`config.mk`:
```
export PLATFORM = sky130hd
export DESIGN_NAME = vertex_degree_order
export DESIGN_NICKNAME = d
export VERILOG_FILES = /design/src/hdl/vdo_pkg.sv /design/src/hdl/vdo_front.sv /design/src/hdl/vdo_queue.sv /design/src/hdl/vdo_back.sv /design/src/hdl/vertex_degree_order.sv
export SDC_FILE = /design/constraint.sdc
export NUM_CORES = 1
export LEC_CHECK = 0
export BUFFER_PORTS_ARGS = -buffer_cell sky130_fd_sc_hd__clkbuf_2
export CAP_MARGIN = 10
export CORE_MARGIN = 5
export CORE_UTILIZATION = 33
export CTS_CLUSTER_SIZE = 8
export DETAILED_ROUTE_END_ITERATION = 16
export GPL_ROUTABILITY_DRIVEN = 0
export GPL_TIMING_DRIVEN = 0
export PLACE_DENSITY = 0.51
export REMOVE_ABC_BUFFERS = 1
export SYNTH_ARGS = -nofsm -noshare
export SYNTH_HDL_FRONTEND = slang
export SYNTH_SLANG_ARGS = --single-unit
export TNS_END_PERCENT = 30
```
`constraint.sdc`:
```
create_clock -name clk_i -period 9 [get_ports clk_i]
set_input_delay 1.35 -clock clk_i [delete_from_list [all_inputs] [get_ports clk_i]]
set_output_delay 1.35 -clock clk_i [all_outputs]
set_load 0.005 [all_outputs]
```
`src/hdl/vdo_pkg.sv`:
```
`timescale 1ns / 1ps
`default_nettype none
// ----------------------------------------------------------------------------
// vdo_pkg
// Shared types and constants of the vertex degree ordering block.
// ----------------------------------------------------------------------------
package vdo_pkg;

  localparam int MAX_VERTICES = 16;
  localparam int ROW_W        = 16;
  localparam int IDX_W        = $clog2(MAX_VERTICES);
  localparam int CNT_W        = $clog2(MAX_VERTICES + 1);
  localparam int QUEUE_DEPTH  = 4;
  localparam int QPTR_W       = $clog2(QUEUE_DEPTH);
  localparam int QCNT_W       = $clog2(QUEUE_DEPTH + 1);

  typedef struct packed {
    logic [ROW_W-1:0] row;
    logic             last;
    logic             store;
    logic [IDX_W-1:0] idx;
    logic [CNT_W-1:0] n;
  } row_entry_t;

  typedef enum logic [1:0] {
    BK_IDLE,
    BK_DEGREE,
    BK_EMIT
  } back_state_e;

endpackage
`default_nettype wire

```
`src/hdl/vdo_front.sv`:
```
`timescale 1ns / 1ps
`default_nettype none
// ----------------------------------------------------------------------------
// vdo_front
// Accepts rows, numbers them and tags each with store and vertex count.
// ----------------------------------------------------------------------------
module vdo_front
  import vdo_pkg::*;
(
  input  wire logic             clk_i,
  input  wire logic             rst_ni,
  input  wire logic             in_valid_i,
  output logic                  in_ready_o,
  input  wire logic [ROW_W-1:0] row_bits_i,
  input  wire logic             last_row_i,
  input  wire logic             q_full_i,
  output logic                  push_o,
  output row_entry_t            entry_o
);

  logic [CNT_W-1:0] cnt_q, cnt_d;
  logic             store;

  assign in_ready_o = !q_full_i;
  assign push_o     = in_valid_i && in_ready_o;
  assign store      = cnt_q < CNT_W'(MAX_VERTICES);

  always_comb begin
    entry_o.row   = row_bits_i;
    entry_o.last  = last_row_i;
    entry_o.store = store;
    entry_o.idx   = cnt_q[IDX_W-1:0];
    entry_o.n     = store ? cnt_q + CNT_W'(1) : cnt_q;
    cnt_d         = cnt_q;
    if (push_o) begin
      if (last_row_i) begin
        cnt_d = '0;
      end else begin
        cnt_d = entry_o.n;
      end
    end
  end

  always_ff @(posedge clk_i or negedge rst_ni) begin
    if (!rst_ni) begin
      cnt_q <= '0;
    end else begin
      cnt_q <= cnt_d;
    end
  end

endmodule
`default_nettype wire

```
`src/hdl/vdo_queue.sv`:
```
`timescale 1ns / 1ps
`default_nettype none
// ----------------------------------------------------------------------------
// vdo_queue
// Short FIFO between front and back.
// ----------------------------------------------------------------------------
module vdo_queue
  import vdo_pkg::*;
(
  input  wire logic       clk_i,
  input  wire logic       rst_ni,
  input  wire logic       push_i,
  input  wire row_entry_t entry_i,
  output logic            full_o,
  output logic            valid_o,
  input  wire logic       pop_i,
  output row_entry_t      entry_o
);

  row_entry_t        mem_q [QUEUE_DEPTH];
  logic [QPTR_W-1:0] wr_q, rd_q;
  logic [QCNT_W-1:0] cnt_q;
  logic              do_pop;

  assign full_o  = cnt_q == QCNT_W'(QUEUE_DEPTH);
  assign valid_o = cnt_q != '0;
  assign do_pop  = pop_i && valid_o;
  assign entry_o = mem_q[rd_q];

  always_ff @(posedge clk_i) begin
    if (push_i) begin
      mem_q[wr_q] <= entry_i;
    end
  end

  always_ff @(posedge clk_i or negedge rst_ni) begin
    if (!rst_ni) begin
      wr_q  <= '0;
      rd_q  <= '0;
      cnt_q <= '0;
    end else begin
      if (push_i) begin
        wr_q <= wr_q + QPTR_W'(1);
      end
      if (do_pop) begin
        rd_q <= rd_q + QPTR_W'(1);
      end
      if (push_i && !do_pop) begin
        cnt_q <= cnt_q + QCNT_W'(1);
      end else if (do_pop && !push_i) begin
        cnt_q <= cnt_q - QCNT_W'(1);
      end
    end
  end

endmodule
`default_nettype wire

```
`src/hdl/vdo_back.sv`:
```
`timescale 1ns / 1ps
`default_nettype none
// ----------------------------------------------------------------------------
// vdo_back
// Row store, degree count, insertion chain and result output.
// ----------------------------------------------------------------------------
module vdo_back
  import vdo_pkg::*;
(
  input  wire logic       clk_i,
  input  wire logic       rst_ni,
  input  wire logic       q_valid_i,
  output logic            q_pop_o,
  input  wire row_entry_t q_entry_i,
  output logic            out_valid_o,
  input  wire logic       out_ready_i,
  output logic [3:0]      vertex_index_o,
  output logic [4:0]      vertex_degree_o,
  output logic            last_vertex_o
);

  function automatic logic [CNT_W-1:0] popcount(input logic [ROW_W-1:0] v);
    logic [2:0]       nib;
    logic [CNT_W-1:0] sum;
    sum = '0;
    for (int b = 0; b < ROW_W / 4; b++) begin
      nib = '0;
      for (int j = 0; j < 4; j++) begin
        nib = nib + 3'(v[4*b+j]);
      end
      sum = sum + CNT_W'(nib);
    end
    return sum;
  endfunction

  back_state_e      state_q, state_d;
  logic [IDX_W-1:0] ptr_q, ptr_d;
  logic [CNT_W-1:0] n_q, n_d;
  logic [ROW_W-1:0] rows_q [MAX_VERTICES];
  logic [CNT_W-1:0] cdeg_q [MAX_VERTICES];
  logic [IDX_W-1:0] cidx_q [MAX_VERTICES];
  logic [ROW_W-1:0] mask;
  logic [CNT_W-1:0] new_deg;
  logic             at_end;
  logic             insert;
  logic             load;
  logic             out_valid_q, out_valid_d;
  logic [IDX_W-1:0] vidx_q;
  logic [CNT_W-1:0] vdeg_q;
  logic             vlast_q;

  always_comb begin
    for (int j = 0; j < ROW_W; j++) begin
      mask[j] = CNT_W'(j) < n_q;
    end
  end

  assign new_deg = popcount(rows_q[ptr_q] & mask);
  assign at_end  = CNT_W'(ptr_q) + CNT_W'(1) == n_q;
  assign q_pop_o = state_q == BK_IDLE;

  always_comb begin
    state_d     = state_q;
    ptr_d       = ptr_q;
    n_d         = n_q;
    insert      = 1'b0;
    load        = 1'b0;
    out_valid_d = out_valid_q && !out_ready_i;
    unique case (state_q)
      BK_IDLE: begin
        if (q_valid_i && q_entry_i.last) begin
          n_d     = q_entry_i.n;
          ptr_d   = '0;
          state_d = BK_DEGREE;
        end
      end
      BK_DEGREE: begin
        insert = 1'b1;
        ptr_d  = ptr_q + IDX_W'(1);
        if (at_end) begin
          ptr_d   = '0;
          state_d = BK_EMIT;
        end
      end
      BK_EMIT: begin
        if (!out_valid_q || out_ready_i) begin
          load        = 1'b1;
          out_valid_d = 1'b1;
          ptr_d       = ptr_q + IDX_W'(1);
          if (at_end) begin
            state_d = BK_IDLE;
          end
        end
      end
      default: state_d = BK_IDLE;
    endcase
  end

  always_ff @(posedge clk_i or negedge rst_ni) begin
    if (!rst_ni) begin
      state_q     <= BK_IDLE;
      ptr_q       <= '0;
      n_q         <= '0;
      out_valid_q <= 1'b0;
    end else begin
      state_q     <= state_d;
      ptr_q       <= ptr_d;
      n_q         <= n_d;
      out_valid_q <= out_valid_d;
    end
  end

  always_ff @(posedge clk_i) begin
    if (q_pop_o && q_valid_i && q_entry_i.store) begin
      rows_q[q_entry_i.idx] <= q_entry_i.row;
    end
  end

  // Stable descending insertion; cells below ptr_q hold the sorted prefix.
  always_ff @(posedge clk_i) begin
    if (insert) begin
      for (int k = 0; k < MAX_VERTICES; k++) begin
        if (k == 0) begin
          if (ptr_q == '0 || cdeg_q[0] < new_deg) begin
            cdeg_q[0] <= new_deg;
            cidx_q[0] <= ptr_q;
          end
        end else if (CNT_W'(k - 1) < CNT_W'(ptr_q)) begin
          if (cdeg_q[k-1] < new_deg) begin
            cdeg_q[k] <= cdeg_q[k-1];
            cidx_q[k] <= cidx_q[k-1];
          end else if (CNT_W'(k) >= CNT_W'(ptr_q) || cdeg_q[k] < new_deg) begin
            cdeg_q[k] <= new_deg;
            cidx_q[k] <= ptr_q;
          end
        end
      end
    end
  end

  always_ff @(posedge clk_i) begin
    if (load) begin
      vidx_q  <= cidx_q[ptr_q];
      vdeg_q  <= cdeg_q[ptr_q];
      vlast_q <= at_end;
    end
  end

  assign out_valid_o     = out_valid_q;
  assign vertex_index_o  = vidx_q;
  assign vertex_degree_o = vdeg_q;
  assign last_vertex_o   = vlast_q;

endmodule
`default_nettype wire

```
`src/hdl/vertex_degree_order.sv`:
```
`timescale 1ns / 1ps
`default_nettype none
// ----------------------------------------------------------------------------
// vertex_degree_order
// Degree ordering of a graph given as adjacency rows, stable descending.
// ----------------------------------------------------------------------------
// Channel  Direction  Handshake             Payload
// in       input      in_valid / in_ready   row_bits, last_row
// out      output     out_valid / out_ready vertex_index, vertex_degree, last_vertex
//
// Rows are taken one per cycle while the 4-entry queue has room.
// A last row starts the back end on popcount and chain insertion for each vertex,
// one row store read per cycle, then results at one per cycle while out_ready holds.
// Reset clears counters, queue and state; the stores need no clearing.
// Either side may stall; the queue and output register decouple them.
// ----------------------------------------------------------------------------
module vertex_degree_order
  import vdo_pkg::*;
(
  input  wire logic        clk_i,
  input  wire logic        rst_ni,
  input  wire logic        in_valid_i,
  output logic             in_ready_o,
  input  wire logic [15:0] row_bits_i,
  input  wire logic        last_row_i,
  output logic             out_valid_o,
  input  wire logic        out_ready_i,
  output logic [3:0]       vertex_index_o,
  output logic [4:0]       vertex_degree_o,
  output logic             last_vertex_o
);

  row_entry_t push_entry, pop_entry;
  logic       push, q_full, q_valid, q_pop;

  vdo_front u_front (
    .clk_i      (clk_i),
    .rst_ni     (rst_ni),
    .in_valid_i (in_valid_i),
    .in_ready_o (in_ready_o),
    .row_bits_i (row_bits_i),
    .last_row_i (last_row_i),
    .q_full_i   (q_full),
    .push_o     (push),
    .entry_o    (push_entry)
  );

  vdo_queue u_queue (
    .clk_i   (clk_i),
    .rst_ni  (rst_ni),
    .push_i  (push),
    .entry_i (push_entry),
    .full_o  (q_full),
    .valid_o (q_valid),
    .pop_i   (q_pop),
    .entry_o (pop_entry)
  );

  vdo_back u_back (
    .clk_i           (clk_i),
    .rst_ni          (rst_ni),
    .q_valid_i       (q_valid),
    .q_pop_o         (q_pop),
    .q_entry_i       (pop_entry),
    .out_valid_o     (out_valid_o),
    .out_ready_i     (out_ready_i),
    .vertex_index_o  (vertex_index_o),
    .vertex_degree_o (vertex_degree_o),
    .last_vertex_o   (last_vertex_o)
  );

endmodule
`default_nettype wire

```
=== After elaboration in Yosys (flattened, before gate mapping) ===
Memories as Yosys holds them, arrays and structs flattened. A register that Yosys moved wholly into a read port is not among the register bits.
Cells that the tools add are included.

* Bitwise gates (word level): 31
* Multiplexer cells: 189
* Eq/ne operators: 8
* Add/subtract/negate cells: 22
* $lt $le $gt $ge: 61
* Reduce and logical (&&, ||, !) cells: 36

{| class="wikitable"
|+ Operator list
! cell !! number
|-
| $mux W1 || 146
|-
| $mux W5 || 17
|-
| $lt A5 B5 Y1 || 15
|-
| $mux W4 || 18
|-
| $lt A4 B5 Y1 const A || 8
|-
| $or A1 B1 Y1 || 30
|-
| $ge A4 B4 Y1 const A || 7
|-
| $lt A4 B4 Y1 const A || 7
|-
| $add A3 B1 Y3 || 8
|-
| $lt A3 B5 Y1 const A || 4
|-
| $and A16 B16 Y16 || 1
|-
| $ge A3 B4 Y1 const A || 4
|-
| $logic_or A1 B1 Y1 || 16
|-
| $lt A3 B4 Y1 const A || 4
|-
| $pmux W4 S3 || 1
|-
| $add A5 B3 Y5 || 2
|-
| $lt A1 B5 Y1 const A || 2
|-
| $lt A2 B5 Y1 const A || 2
|-
| $add A1 B1 Y2 || 4
|-
| $ge A2 B4 Y1 const A || 2
|-
| $lt A1 B4 Y1 const A || 2
|-
| $lt A2 B4 Y1 const A || 2
|-
| $mux W2 || 4
|-
| $logic_and A1 B1 Y1 || 7
|-
| other kinds (25) || 34
|}

* Input bits: 21
* Logic and storage cells: 360
* Memory bits (writable): 508
* Memories: 4
* Register bits: 25
* Output and inout bits: 12

{| class="wikitable"
|+ Memories
! name !! depth !! bits a word !! rd ports !! clocked after memory_dff !! write ports !! line !! RTL
|-
| u_back.rows_q || 16 || 16 || 1 || 0 || 1 || vdo_back.sv:39 || <nowiki>logic [ROW_W-1:0] rows_q [MAX_VERTICES];</nowiki>
|-
| u_queue.mem_q || 4 || 27 || 1 || 0 || 1 || vdo_queue.sv:20 || <nowiki>row_entry_t mem_q [QUEUE_DEPTH];</nowiki>
|-
| u_back.cdeg_q || 16 || 5 || 16 || 1 || 16 || vdo_back.sv:40 || <nowiki>logic [CNT_W-1:0] cdeg_q [MAX_VERTICES];</nowiki>
|-
| u_back.cidx_q || 16 || 4 || 16 || 1 || 16 || vdo_back.sv:41 || <nowiki>logic [IDX_W-1:0] cidx_q [MAX_VERTICES];</nowiki>
|}

=== Longest topological paths before layout ===
* Depth in word-level cells: 16
* Depth in mapped cells: 28

=== By module ===
From an unflattened synthesis, not the netlist that was laid out.

* Cell total of the unflattened synthesis: 1,604
* Area, all modules: 25,622.1 µm²

{| class="wikitable"
|+ By module, submodules not included
! module !! instances !! cells each !! seq. area each (µm²) !! area an instance (µm²)
|-
| vdo_back || 1 || 1,376 || 12,612.1 || 20,807.5
|-
| vdo_queue || 1 || 175 || 3,418.3 || 4,301.6
|-
| vdo_front || 1 || 53 || 125.1 || 513.0
|}

=== Worst setup path before layout ===
No wires, ideal clock.

* Kind: reg2reg
* Start: register u_back.ptr_q[0]
* End: memory u_back.cdeg_q[14][0] (netlist name) (enable)
* Setup slack: 1.539 ns
* Path buffers: 2
* Data arrival time: 7.061 ns
* Stages on the path, launching flop included: 22
* Clock period less this slack: 7.461 ns
* Path through: dfrtp_1 clkbuf_1 mux4_2 mux4_2 a21boi_0 ha_1 fa_1 ha_1 inv_1 fa_1 inv_1 fa_1 ha_1 fa_1 clkbuf_1 inv_1 ha_1 o211ai_1 a21oi_1 nor2_1 nor4_1 nor4_1

{| class="wikitable"
|+ RTL lines
! item !! line !! RTL
|-
| start: declaration || vdo_back.sv:37 || <nowiki>logic [IDX_W-1:0] ptr_q, ptr_d;</nowiki>
|-
| start signal: assignment || vdo_back.sv:107 || <nowiki>ptr_q <= ptr_d;</nowiki>
|-
| end: declaration || vdo_back.sv:40 ||
|}

==> impl_metrics.py <==
metrics = {
    "logic_synthesis": {
        "synth-seq-cells": 542,
        "synthTopCellsByArea": "edfxtp_1 63%, mux4_2 11%, mux2_2 5.6%",
        "synthCells": 1415,
        "synth_edf_count": 518,
        "yosysUniqueCellTypes": 75,
        "synth_area_mm2": 0.0247,
        "synthArstFlopShare_pct": 4.43,
        "synth.top_cell.area_share_pct": 63.1,
        "yosysWarnings": 0,
        "synth_top_cell_by_area": "edfxtp_1",
        "synth_ff_type": "edfxtp_1",
        "synth-seq-area-share_pct": 65.5,
        "avgSynthCellArea_um2": 17.4,
    },
    "setup_path": {
        "start_kind": "flop",
        "crit_type": "flop to flop",
        "crit_required_ns": 9.34,
        "cp_data_arrival_time_ns": 8.88,
        "crit_fanout": 37,
        "cp-end-kind": "flop",
    },
    "routing": {
        "first_pass_iters": 5,
        "wl_mm": 60.6,
        "vias": 13044,
        "vias_per_cell": 5.24,
        "wl_per_cell_um": 24.3,
        "drtIter0Drc": 955,
        "antenna_left": 0,
        "drc": 0,
    },
    "timing": {
        "slew_headroom_pct": 22.4,
        "fin_hold_ws_ns": 0.488,
        "finalCritPeriodShare_pct": 94.8,
        "slew_viol_final": 0,
        "worst_slew_pin_slew_ns": 1.15,
        "timing.clock.skew_ns": 0.0193,
        "tns_ns": 0,
        "hold_viol_final": 0,
        "max_clock_freq_mhz": 117,
        "fin_crit_ns": 8.54,
        "setup-violations-final": 0,
        "rsz0062_at_grt": "no",
    },
    "finish": {
        "drive_above_1_share_pct": 31.0,
        "stdcell_count": 2490,
        "final_net_count": 1597,
        "area_growth_pct": 16.1,
        "seq_area_mm2": 0.0162,
        "utilization_pct": 38.5,
        "nFillCells": 6826,
        "multi_input_area_mm2": 0.00812,
        "diodes": 0,
    },
    "global_route": {
        "grt_busiest_layer": "met2",
        "grt_use_met1_pct": 20.2,
        "grt_max_degree": 57,
        "met2_usage_pct": 24.3,
        "use_met3_pct": 2.64,
        "grt_first_pass_wirelength_mm": 90.7,
        "grt.overflow.total": 0,
        "grt_use_total_pct": 14.9,
        "antenna_found_initial": 1,
        "grt_pass1_vias": 13849,
    },
    "clock_tree": {
        "clock_path_buffers": 3,
        "clkTransAtPathRegs_ns": 0.05,
        "cts_tree": "done",
        "tritoncts.num_buffers": 77,
        "cts-root-buf": "clkbuf_16",
        "ctsHoldBuffers": 0,
        "clock-sinks": 542,
        "clk_latency_ns": 0.60,
        "h-tree-depth": 3,
    },
    "floorplanning": {
        "rows": 100,
        "coreArea_mm2": 0.0743,
        "die-area_mm2": 0.0803,
        "pin_count": 33,
        "die_h_um": 283,
        "initial_core_util_pct": 33.2,
        "die_w_um": 283,
    },
    "run": {
        "maxCapViolations": 0,
    },
    "placed_design": {
        "placed_cells": 2370,
        "place_hpwl_mm": 38.1,
        "portBuffers": 32,
    },
    "outcome": {
        "status": "completed",
    },
    "min_path": {
        "hold_class": "flop to flop",
    },
}
## final timing paths
path | startpoint | to | slack [ns] | depth (start not counted)
max in group asynchronous | rst_ni | u_back.ptr_q[2] | 7.72 | 1
min in group asynchronous | rst_ni | u_queue.cnt_q[2] | 0.77 | 1
min reg2reg | u_queue.cnt_q[2] | u_queue.cnt_q[2] | 0.49 | 1
max | u_back.ptr_q[0] | u_back.cdeg_q[1][0] | 0.46 | 22
max reg2reg | u_back.ptr_q[0] | u_back.cdeg_q[1][0] | 0.46 | 22
min | u_queue.cnt_q[2] | u_queue.cnt_q[2] | 0.49 | 1
## stage by stage
step,cell area [um2],worst slack (ns)
after floorplan,24300,-2.02
after global placement,25700,-6.48
after detailed placement,26300,-1.12
after CTS,28500,0.108
after global routing,28600,0.0295
final,28600,0.465
## registers in the layout, indices dropped and copies added, names as in the netlist
name,flops
u_queue.rd_q,2
u_back.state_q,2
u_queue.cnt_q,3
u_back.n_q,5
u_back.out_valid_o,1
u_back.last_vertex_o,1
u_back.ptr_q,4
u_queue.mem_q,108
u_back.cdeg_q,80
u_back.cidx_q,64
u_back.vertex_index_o,4
u_back.rows_q,256
u_back.vertex_degree_o,5
u_front.cnt_q,5
u_queue.wr_q,2
## critical path: stages (launching register included)
cell and delay, ns:
dfrtp_4 0.69, buf_16 0.30, buf_16 0.31, mux4_2 0.55
mux4_2 0.52, a21boi_0 0.16, ha_1 0.33, fa_1 0.41
ha_1 0.31, inv_1 0.06, fa_1 0.53, inv_1 0.06
fa_1 0.47, ha_1 0.83, clkinvlp_4 0.22, buf_4 0.25
ha_1 0.23, or3b_1 0.37, a221oi_2 0.23, nor2_1 0.09
o22a_1 0.25, or3b_1 0.65, mux2_2 0.37
## cells in the final DEF (no fill, tap or decap), types with 11 or more instances in the layout
master     synthesis  layout
nand2b_1          15      15
nor2_1            43      26
a21oi_1           33      28
buf_4              6      16
mux2i_1           25      25
ha_1              72      72
a31oi_1           11      11
inv_1             38      35
nor2_2             0      13
buf_16             0      15
o21ai_0           35      35
and3_1            16      12
mux4_2           125     125
o221ai_1          12      12
mux2_2           123     123
clkbuf_16          0      77
dfrtp_1           24      19
nand2_1           77      77
clkbuf_1          38      25
edfxtp_1         518     518
clkbuf_2           0      32
## synth_stat cells, types with 4 or more instances
master,n
buf_4,6
nor4_1,4
a221oi_1,7
inv_1,38
a21o_1,8
nand2_1,77
buf_2,18
nand3_1,10
mux4_2,125
a21boi_0,4
xor2_1,5
o21bai_1,6
o21ai_0,35
mux2_2,123
ha_1,72
and3_1,16
a31oi_1,11
o21a_1,5
a22o_1,4
nor2_1,43
nor3b_1,5
nand2b_1,15
a211oi_1,5
o22ai_1,7
or2_2,8
a21oi_1,33
and2_1,5
fa_1,10
edfxtp_1,518
clkbuf_1,38
mux2i_1,25
a311oi_1,6
dfrtp_1,24
o221ai_1,12
buf_1,9
nor2b_1,8
xnor2_1,10
## area by class of cell
cell class                      count  share of cell area, %
Clock inverter                      4                  0.227
Tap cell                          969                   4.24
Inverter                           43                  0.617
Sequential cell                   542                   56.5
Multi-Input combinational cell    758                   28.4
Timing Repair Buffer               72                   2.95
Clock buffer                      102                   7.06
## logic make-up (layout without fill, tap and decap cells)
logic type	Yosys count	after routing	synth area share (%)
compound gates	172	172	4.93
xor+xnor	16	16	0.645
fa+ha+maj	82	82	4.47
buf+inv	115	221	1.97
flops	542	542	65.5
mux	273	273	18.1
simple gates	215	215	4.40
## layer usage
metal | up-vias | part of all wire (%)
li1 | 5844 | -
met1 | 6803 | 45
met2 | 285 | 49
met3 | 110 | 4.0
met4 | 2 | 3.0
met5 | - | 0.028
## what timing repair did
item | in CTS | in global routing
pin swaps | 0 | 1
gates resized for setup | 8 | 4
setup buffers | 7 | 5
setup endpoints to repair | 270 | 150
Power is left out: the tool's default activity adds up to more than one toggle a clock period on the data nets, which glitch-free logic cannot reach.
